[src/design/pipsf_pkg.sv]
`timescale 1ns / 1ps
// ----------------------------------------------------------------------------
// Point-in-polygon set filter package
// Field widths, default sizes and the command and status bundles that pass
// between the controller and the datapath.
// ----------------------------------------------------------------------------
package pipsf_pkg;

	localparam int DEF_MAX_POLYGONS = 16;
	localparam int DEF_MAX_VERTICES = 4;

	localparam int POLY_IDX_W = 4;
	localparam int VTX_IDX_W  = 2;
	localparam int LAT_W      = 28;
	localparam int LON_W      = 29;
	localparam int CFG_W      = 5;
	localparam int MATCH_W    = 4;

	localparam int IN_DATA_W  = 64;
	localparam int OUT_DATA_W = 8;

	localparam int DLAT_W = LAT_W + 1;
	localparam int DLON_W = LON_W + 1;
	localparam int PROD_W = DLAT_W + DLON_W;

	typedef struct packed {
		logic start;
		logic load_wr;
		logic issue;
		logic is_edge;
		logic is_last;
		logic load_result;
	} pipsf_cmd_t;

	typedef struct packed {
		logic pipe_busy;
		logic out_busy;
	} pipsf_status_t;

endpackage

[src/design/pipsf_ctrl.sv]
`timescale 1ns / 1ps
// ----------------------------------------------------------------------------
// Point-in-polygon set filter controller
// Holds the polygon count register and sequences the vertex reads of a query,
// one read per cycle, then waits for the datapath to drain.
// ----------------------------------------------------------------------------
module pipsf_ctrl
	import pipsf_pkg::*;
#(
	parameter int MAX_POLYGONS = DEF_MAX_POLYGONS,
	parameter int MAX_VERTICES = DEF_MAX_VERTICES,
	localparam int PIW = (MAX_POLYGONS > 1) ? $clog2(MAX_POLYGONS) : 1,
	localparam int PCW = $clog2(MAX_POLYGONS + 1),
	localparam int VIW = $clog2(MAX_VERTICES),
	localparam int CW  = $clog2(MAX_VERTICES + 1)
) (
	input  logic              clk,
	input  logic              arst_n,
	input  logic              cfg_wr_en,
	input  logic [CFG_W-1:0]  cfg_wr_data,
	input  logic              s_axis_tvalid,
	output logic              s_axis_tready,
	input  logic              kind,
	input  logic [CW-1:0]     cur_count,
	input  pipsf_status_t     status,
	output pipsf_cmd_t        cmd,
	output logic [PIW-1:0]    poly_sel,
	output logic [VIW-1:0]    vtx_sel
);

	localparam logic [1:0] ST_IDLE   = 2'd0;
	localparam logic [1:0] ST_ISSUE  = 2'd1;
	localparam logic [1:0] ST_DRAIN  = 2'd2;
	localparam logic [1:0] ST_RESULT = 2'd3;

	logic [1:0]       state_q;
	logic [CFG_W-1:0] polygon_count_q;
	logic [PCW-1:0]   poly_q;
	logic [CW-1:0]    step_q;
	logic [PCW-1:0]   limit;
	logic             in_acc;
	logic             poly_done;
	logic             empty_poly;
	logic             step_last;

	assign s_axis_tready = (state_q == ST_IDLE);
	assign in_acc        = s_axis_tvalid && s_axis_tready;

	always_comb begin
		if (int'(polygon_count_q) > MAX_POLYGONS) begin
			limit = PCW'(MAX_POLYGONS);
		end else begin
			limit = PCW'(polygon_count_q);
		end
	end

	assign poly_sel   = poly_q[PIW-1:0];
	assign poly_done  = (poly_q >= limit);
	assign empty_poly = (cur_count == '0);
	assign step_last  = (step_q == cur_count);

	always_comb begin
		if (step_q == '0) begin
			vtx_sel = VIW'(cur_count - CW'(1));
		end else begin
			vtx_sel = VIW'(step_q - CW'(1));
		end
	end

	always_comb begin
		cmd             = '0;
		cmd.start       = in_acc && kind;
		cmd.load_wr     = in_acc && !kind;
		cmd.issue       = (state_q == ST_ISSUE) && !poly_done && !empty_poly;
		cmd.is_edge     = (step_q != '0);
		cmd.is_last     = (step_q != '0) && step_last;
		cmd.load_result = (state_q == ST_RESULT) && !status.out_busy;
	end

	always_ff @(posedge clk or negedge arst_n) begin
		if (!arst_n) begin
			polygon_count_q <= '0;
		end else if (cfg_wr_en) begin
			polygon_count_q <= cfg_wr_data;
		end
	end

	always_ff @(posedge clk or negedge arst_n) begin
		if (!arst_n) begin
			state_q <= ST_IDLE;
			poly_q  <= '0;
			step_q  <= '0;
		end else begin
			case (state_q)
				ST_IDLE: begin
					if (cmd.start) begin
						poly_q  <= '0;
						step_q  <= '0;
						state_q <= ST_ISSUE;
					end
				end
				ST_ISSUE: begin
					if (poly_done) begin
						state_q <= ST_DRAIN;
					end else if (empty_poly) begin
						poly_q <= poly_q + PCW'(1);
					end else if (step_q != '0 && step_last) begin
						step_q <= '0;
						poly_q <= poly_q + PCW'(1);
					end else begin
						step_q <= step_q + CW'(1);
					end
				end
				ST_DRAIN: begin
					if (!status.pipe_busy) begin
						state_q <= ST_RESULT;
					end
				end
				ST_RESULT: begin
					if (!status.out_busy) begin
						state_q <= ST_IDLE;
					end
				end
				default: begin
					state_q <= ST_IDLE;
				end
			endcase
		end
	end

endmodule

[config.mk]
export PLATFORM = sky130hd
export DESIGN_NAME = pipsf_ctrl
export DESIGN_NICKNAME = d
export VERILOG_FILES = /design/src/design/pipsf_pkg.sv /design/src/design/pipsf_ctrl.sv
export SDC_FILE = /design/constraint.sdc
export NUM_CORES = 1
export LEC_CHECK = 0
export BUFFER_PORTS_ARGS = -buffer_cell sky130_fd_sc_hd__buf_2
export CORE_UTILIZATION = 25
export CTS_CLUSTER_DIAMETER = 80
export DETAILED_ROUTE_END_ITERATION = 8
export GPL_TIMING_DRIVEN = 0
export PLACE_DENSITY_LB_ADDON = 0.05
export SLEW_MARGIN = 20
export SYNTH_ARGS = -nofsm -noshare
export SYNTH_HDL_FRONTEND = slang
export SYNTH_SLANG_ARGS = --single-unit
[constraint.sdc]
create_clock -name clk -period 2.9 [get_ports clk]
set_clock_uncertainty 0.2 [all_clocks]
set_input_delay 0 -clock clk [delete_from_list [all_inputs] [get_ports clk]]
set_output_delay 0 -clock clk [all_outputs]
set_load 0.01 [all_outputs]
==> metrics, run 1 <==
wire length of the first global-routing pass=4774 um; path type of the worst min-delay path=in2async; # diodes=0; Min Clock Period, post-route=2.611 ns; pin count of the biggest net entering global routing=16; worst-case vdd ir drop=0.2781 mV; share of synthesized area occupied by flip-flops and latches=0.3286; worst skew pair latency=0.25 ns; setup TNS=0 ns; Internal Pwr Total=730.1 uW; final setup vio count=0; Synth Area per Inst=8.995 um^2; actual transition at the worst max-transition pin=0.6145 ns; total net switching power=618.1 uW; met3 track demand over resource in global routing=0.03634; violations in the final reports=negative hold slack; I/O Pins=28; number of levels the H-tree was split into=1; number of fillers in the final layout=467; worst path bufs/invs=1; average routed wire per standard cell=12.56 um; initial antenna violation count=0; via/cell ratio=4.772; ordered list of cells on the worst path=inv_1 > nand2_1 > ha_1 > a21o_1 > a31oi_1 > o21ai_1 > o21ai_0 > mux2_2; post-synthesis net count=154; Max transition margin=0.5872; proportion of layout cells with a drive suffix above 1=0.2674; Die Y=69.60 um; final count of hold timing violations=16; clock tree from TritonCTS=built; clock root buffer master=sky130_fd_sc_hd__clkbuf_8; Final Wtd Congestion=0.7340; outcome=finished with violations; via count of the first global-routing pass=1031; switching fraction of total power=0.4584; initial core utilization=0.2606; CP max FO=6; Die Width=69.60 um; antenna-violating nets left=0; worst hold slack=-0.01297 ns; aggregate global-route resource usage=0.1227; area fraction of the dominant cell type after synthesis=0.3286; max incr delay on CP=0.38 ns; number of design rule violations left after detail routing=0; power density of the placed cells=881.8 mW/mm^2; cell accounting for the most synthesized area=sky130_fd_sc_hd__dfrtp_1; Pre-antenna DRT Iters=4; cell count after placement=206; Top delay family on crit path=compound AO/OA/AOI/OAI gates; cell at the slowest stage of the critical path=sky130_fd_sc_hd__dfrtp_1; CP startpoint kind=flip-flop; total clock buffers created by CTS=3; total congestion overflow after global routing=0; fraction of met2 tracks used by global routing=0.1963; area of the die=0.004843 mm^2; Core ar.=0.004384 mm^2; achievable clock frequency=382.9 MHz; proportion of power drawn by flip-flops and latches=0.266; endpoint required time on the critical path=2.84 ns; flops & latches, synth=15; sum of routed wire length over all layers=2813 um; clock edge transition at the registers on the reported setup and hold paths=0.07 ns; number of max-slew violations in the final report=0; sinks on the clock net=15; maximum buffer depth of the clock tree=2; number of port buffers=27; Cell variety after synth=36; Post-Syn Area=0.001142 mm^2; P_leak=0.0007475 uW; worst path arrival time=2.56 ns; element type at the critical path end=flip-flop; Clock Power Share=0.134; final instance count without filler cells=224; site row count=24; count of nets after finishing=200; met1 GRT Util=0.1683; placed wire-length estimate=2093 um; top area cells in the synthesized netlist=sky130_fd_sc_hd__dfrtp_1 33%, sky130_fd_sc_hd__ha_1 13%, sky130_fd_sc_hd__nand2_1 5.3%; Syn. warnings=0; total number of vias=1069; Post-Synthesis Cells=127; final cycle utilization of the critical path=0.9005; GRT Max-Usage Layer=met2; synth-to-layout area growth=33.84%; DRT iter0 DRCs=46; setup repair after global routing missed its margin=no; path type of the worst setup path=reg2reg; number of max-cap violations=0; relative contribution of combinational cells to total power=0.599
## power groups by stage
stage               clock network, uW  logic [uW]  registers [uW]
finish                            181         808             359
global route                      195         908             373
CTS                               188         815             360
detailed placement                  0         787             363
global placement                    0         783             365
floorplan                           0         580             339
## registers in the layout (all words and copies together), names as in the netlist
| register | cells |
|---|---|
| poly_q | 5 |
| step_q | 3 |
| polygon_count_q | 5 |
| state_q | 2 |
## layout by cell type, fill, tap and decap left out, drive strengths merged, types with 2 or more instances in the layout
cell type,count
o21bai,2
nor2,9
dlygate4sd3,14
a21o,4
nor2b,2
mux2,5
o211ai,3
a31oi,5
xor2,2
nand4,3
nand2,16
clkbuf,4
nand3,4
and3,2
buf,32
inv,11
dfrtp,15
ha,12
or3,2
o21ai,6
a21oi,5
## cells in the mapped netlist
cell                        n
sky130_fd_sc_hd__o211ai_1   2
sky130_fd_sc_hd__a21oi_1    5
sky130_fd_sc_hd__o211ai_2   1
sky130_fd_sc_hd__xor2_1     2
sky130_fd_sc_hd__buf_4      5
sky130_fd_sc_hd__nand3_1    4
sky130_fd_sc_hd__ha_1      12
sky130_fd_sc_hd__nand2b_1   1
sky130_fd_sc_hd__inv_1     11
sky130_fd_sc_hd__nand4_1    3
sky130_fd_sc_hd__o21bai_1   2
sky130_fd_sc_hd__o311ai_0   1
sky130_fd_sc_hd__or3_4      1
sky130_fd_sc_hd__and3_1     2
sky130_fd_sc_hd__nor2_1     9
sky130_fd_sc_hd__o21ai_1    1
sky130_fd_sc_hd__xnor2_1    1
sky130_fd_sc_hd__nor4b_1    1
sky130_fd_sc_hd__a21o_1     4
sky130_fd_sc_hd__nor3_1     1
sky130_fd_sc_hd__nand2_1   16
sky130_fd_sc_hd__a222oi_1   1
sky130_fd_sc_hd__o21a_1     1
sky130_fd_sc_hd__clkbuf_1   1
sky130_fd_sc_hd__a211oi_4   1
sky130_fd_sc_hd__o211a_4    1
sky130_fd_sc_hd__dfrtp_1   15
sky130_fd_sc_hd__mux2i_1    1
sky130_fd_sc_hd__or3_1      1
sky130_fd_sc_hd__a31oi_1    5
sky130_fd_sc_hd__nor2b_1    2
sky130_fd_sc_hd__and2b_2    1
sky130_fd_sc_hd__nor4_1     1
sky130_fd_sc_hd__nand4b_1   1
sky130_fd_sc_hd__o21ai_0    5
sky130_fd_sc_hd__mux2_2     5
## what timing repair did
action / in CTS / in global routing
hold endpoints to repair: 22 / 0
setup buffers: 0 / 0
gates resized for setup: 0 / 0
hold buffers: 14 / 0
## worst paths after layout
path                       slack [ns]  cells after the start                from         end
setup / recovery                 0.29                      8  polygon_count_q[4]  state_q[1]
max in group asynchronous        2.24                      2              arst_n   poly_q[0]
setup reg to reg                 0.29                      8  polygon_count_q[4]  state_q[1]
hold reg to reg                  0.38                      1          state_q[1]  state_q[1]
hold / removal                  -0.01                      2              arst_n   step_q[1]
min in group clk                    0                      4        cur_count[0]   step_q[2]
## stage by stage
stage | hold slack [ns] | area (um^2) | setup WS [ns] | util | total power, uW
3_3_place_gp | -0.2482 | 1343 | 0.3234 | 0.3062 | 1148
3_5_place_dp | -0.2520 | 1343 | 0.3077 | 0.3062 | 1150
4_1_cts | 0.001261 | 1529 | 0.2604 | 0.3487 | 1363
2_1_floorplan | -0.4956 | 1142 | 0.6591 | - | 918.6
5_1_grt | 0.01845 | 1529 | 0.07419 | 0.3487 | 1476
6_report | -0.01297 | 1529 | 0.2886 | 0.3487 | 1348
## cell families (layout without fill, tap and decap cells)
| group | after synthesis | after routing | synth area share |
|---|---|---|---|
| flops | 15 | 15 | 0.3286 |
| fa+ha+maj | 12 | 12 | 0.1314 |
| mux | 6 | 6 | 0.05805 |
| buf+inv | 17 | 62 | 0.07229 |
| simple gates | 44 | 44 | 0.1917 |
| xor+xnor | 3 | 3 | 0.02301 |
| compound gates | 30 | 30 | 0.1949 |
## cell type report
class                   instances  area (um^2)  area share
repair buffers                 41        275.3      0.1800
inverters                      11        41.29     0.02700
multi-input cells              95        684.4      0.4476
well taps                      52        65.06     0.04255
plain buffers                   6        41.29     0.02700
clock buffers                   3        41.29     0.02700
flip-flops and latches         15        375.4      0.2455
clock inverters                 1        5.005    0.003273
## layer usage
metal	vias to the layer above	share of wire
met4	0	0.0046
met2	24	0.45
li1	540	-
met5	-	0
met1	503	0.50
met3	2	0.043
## worst reg2reg max path, cell delays in order (launching register included)
cell and delay, ns:
sky130_fd_sc_hd__dfrtp_1 0.38, sky130_fd_sc_hd__inv_1 0.14, sky130_fd_sc_hd__nand2_1 0.08, sky130_fd_sc_hd__ha_1 0.29, sky130_fd_sc_hd__a21o_1 0.18, sky130_fd_sc_hd__a31oi_1 0.21, sky130_fd_sc_hd__o21ai_1 0.25, sky130_fd_sc_hd__o21ai_0 0.39
sky130_fd_sc_hd__mux2_2 0.38
Power figures use the tool's default switching activity.
==> run 2: changes to the inputs <==
--- a/config.mk
+++ b/config.mk
@@ -5,10 +5,10 @@
 export SDC_FILE = /design/constraint.sdc
 export NUM_CORES = 1
 export LEC_CHECK = 0
-export BUFFER_PORTS_ARGS = -buffer_cell sky130_fd_sc_hd__buf_2
 export CORE_UTILIZATION = 25
 export CTS_CLUSTER_DIAMETER = 80
 export DETAILED_ROUTE_END_ITERATION = 8
+export DONT_BUFFER_PORTS = 1
 export GPL_TIMING_DRIVEN = 0
 export PLACE_DENSITY_LB_ADDON = 0.05
 export SLEW_MARGIN = 20
==> metrics, run 2 (synthesized netlist as in run 1, its figures left out) <==
outcome=finished with violations (unchanged); violations in the final reports=negative hold slack (unchanged); sinks on the clock net=15 (unchanged); Clock Power Share=0.141 (was 0.134); antenna-violating nets left=0 (unchanged); placed wire-length estimate=2056 um (was 2093 um); element type at the critical path end=flip-flop (unchanged); hold depth=4; number of port buffers=0 (was 27); area of the die=0.004843 mm^2 (unchanged); Post CTS Setup Buffer Count=0 (unchanged); launching instance or port of the critical path=polygon_count_q[4] (unchanged); ordered list of cells on the worst path=inv_1 > nand2_1 > ha_1 > a21o_1 > a31oi_1 > o21ai_1 > o21ai_0 > mux2_2 (unchanged); clock tree from TritonCTS=built (unchanged); max incr delay on CP=0.38 ns (about the same); Core ar.=0.004384 mm^2 (unchanged); Internal Pwr Total=681.5 uW (was 730.1 uW); path type of the worst min-delay path=in2reg (was in2async); pin count of the biggest net entering global routing=16 (unchanged); Max transition margin=0.4875 (was 0.5872); total net switching power=597.2 uW (was 618.1 uW); wire length of the first global-routing pass=4926 um (was 4774 um); Min Clock Period, post-route=2.563 ns (was 2.611 ns); clock edge transition at the registers on the reported setup and hold paths=0.07 ns (about the same); initial core utilization=0.2606 (unchanged); aggregate global-route resource usage=0.1284 (was 0.1227); relative contribution of combinational cells to total power=0.578 (was 0.599); Die Y=69.60 um (unchanged); setup repair after global routing missed its margin=no (unchanged); maximum buffer depth of the clock tree=2 (unchanged); CP max FO=6 (unchanged); proportion of layout cells with a drive suffix above 1=0.1284 (was 0.2674); slack of the worst reg-to-reg path=0.34 ns (was 0.29 ns); synth-to-layout area growth=24.64% (was 33.84%); total congestion overflow after global routing=0 (unchanged); path type of the worst setup path=reg2reg (unchanged); via/cell ratio=4.965 (was 4.772); clock root buffer master=sky130_fd_sc_hd__clkbuf_8 (unchanged); power density of the placed cells=898.0 mW/mm^2 (was 881.8 mW/mm^2); worst path arrival time=2.51 ns (was 2.56 ns); endpoint required time on the critical path=2.84 ns (about the same); number of max-slew violations in the final report=0 (unchanged); worst hold slack=-0.01868 ns (was -0.01297 ns); count of nets after finishing=176 (was 200); actual transition at the worst max-transition pin=0.7662 ns (was 0.6145 ns); reg-to-reg startpoint=polygon_count_q[4] (unchanged); Top delay family on crit path=compound AO/OA/AOI/OAI gates (unchanged); P_leak=0.0006449 uW (was 0.0007475 uW); worst reg-to-reg path cell count=8 (unchanged); placed instance area=0.001207 mm^2 (was 0.001343 mm^2); sum of routed wire length over all layers=2785 um (was 2813 um); site row count=24 (unchanged); registers with the most flip-flops=poly_q (5), polygon_count_q (5), step_q (3) (unchanged); worst skew pair latency=0.25 ns (about the same); average routed wire per standard cell=13.93 um (was 12.56 um); final setup vio count=0 (unchanged); total clock buffers created by CTS=3 (unchanged); worst-case vdd ir drop=0.3175 mV (was 0.2781 mV); hold endpoint=step_q[1]; total number of vias=993 (was 1069); Layout Cell Area excl Fill=0.001424 mm^2 (was 0.001529 mm^2); final count of hold timing violations=2 (was 16); Final Wtd Congestion=0.6963 (was 0.7340); number of design rule violations left after detail routing=0 (unchanged); cell at the slowest stage of the critical path=sky130_fd_sc_hd__dfrtp_1 (unchanged); initial antenna violation count=0 (unchanged); worst reg2reg path endpoint=state_q[1] (unchanged); CP startpoint kind=flip-flop (unchanged); switching fraction of total power=0.4670 (was 0.4584); cell count after placement=179 (was 206); via count of the first global-routing pass=1010 (was 1031); # diodes=0 (unchanged); worst path bufs/invs=1 (unchanged); number of max-cap violations=0 (unchanged); Worst Min Path Start=s_axis_tvalid; most frequent cells in the layout=17 x sky130_fd_sc_hd__dlygate4sd3_1, 16 x sky130_fd_sc_hd__nand2_1, 15 x sky130_fd_sc_hd__dfrtp_1, 12 x sky130_fd_sc_hd__ha_1, 11 x sky130_fd_sc_hd__inv_1 (was 27 x sky130_fd_sc_hd__buf_2, 16 x sky130_fd_sc_hd__nand2_1, 15 x sky130_fd_sc_hd__dfrtp_1, 14 x sky130_fd_sc_hd__dlygate4sd3_1, 12 x sky130_fd_sc_hd__ha_1); final cycle utilization of the critical path=0.8838 (was 0.9005); Die Width=69.60 um (unchanged); DRT iter0 DRCs=66 (was 46); achievable clock frequency=390.1 MHz (was 382.9 MHz); Pre-antenna DRT Iters=4 (unchanged); I/O Pins=28 (unchanged); setup TNS=0 ns (unchanged); most common library cell in the layout ignoring fill and taps=sky130_fd_sc_hd__dlygate4sd3_1 (was sky130_fd_sc_hd__buf_2); number of levels the H-tree was split into=1 (unchanged); final instance count without filler cells=200 (was 224); proportion of power drawn by flip-flops and latches=0.281 (was 0.266)
-- run 2: power groups by stage --
stage,Clock (uW),Sequential (uW),Combinational [uW]
after global placement,0,366,694
after detailed placement,0,364,702
final,180,360,739
after global routing,200,375,839
after CTS,189,360,745
after floorplan,0,339,580
-- run 2: layout make-up --
cell class,count,area (um^2)
Clock inverter,1,5.005
Timing Repair Buffer,17,170.2
Tap cell,52,65.06
Buffer,6,41.29
Inverter,11,41.29
Fill cell,475,2960
Sequential cell,15,375.4
Multi-Input combinational cell,95,684.4
Clock buffer,3,41.29
-- run 2: routing by layer --
| metal | wire [um] | up-vias | global-route usage | part of all wire |
|---|---|---|---|---|
| li1 | - | 490 | - | - |
| met1 | 1319 | 478 | 0.1652 | 0.47 |
| met2 | 1306 | 20 | 0.2125 | 0.47 |
| met5 | 0 | - | 0 | 0 |
| met3 | 117 | 5 | 0.02907 | 0.042 |
| met4 | 41 | 0 | 0.04082 | 0.015 |
-- run 2: repair_timing --
item / in CTS / in global routing
hold buffers: 17 / 0
gates resized for setup: 0 / 0
hold endpoints to repair: 31 / 0
-- run 2: worst register-to-register path, cell delays in order, from the launching register on --
cell and delay, ns:
sky130_fd_sc_hd__dfrtp_1 0.38, sky130_fd_sc_hd__inv_1 0.14, sky130_fd_sc_hd__nand2_1 0.08, sky130_fd_sc_hd__ha_1 0.29, sky130_fd_sc_hd__a21o_1 0.18, sky130_fd_sc_hd__a31oi_1 0.20, sky130_fd_sc_hd__o21ai_1 0.25, sky130_fd_sc_hd__o21ai_0 0.37
sky130_fd_sc_hd__mux2_2 0.37
-- run 2: worst max path at each step --
stage | to | slack, ns | depth (start not counted)
final | state_q[1] | 0.34 | 8
after floorplan | state_q[1] | 0.66 | 8
after detailed placement | state_q[1] | 0.31 | 8
after CTS | state_q[1] | 0.29 | 8
after global placement | state_q[1] | 0.32 | 8
after global routing | state_q[1] | 0.13 | 8
-- run 2: through the flow --
stage | total power (uW) | setup WS, ns | util | hold slack, ns
detailed placement | 1067 | 0.3092 | 0.2754 | -0.4951
floorplan | 918.6 | 0.6591 | - | -0.4956
global placement | 1060 | 0.3197 | 0.2754 | -0.4951
finish | 1279 | 0.3369 | 0.3248 | -0.01868
global route | 1414 | 0.1281 | 0.3248 | 0.01114
CTS | 1294 | 0.2881 | 0.3248 | 0.0006542
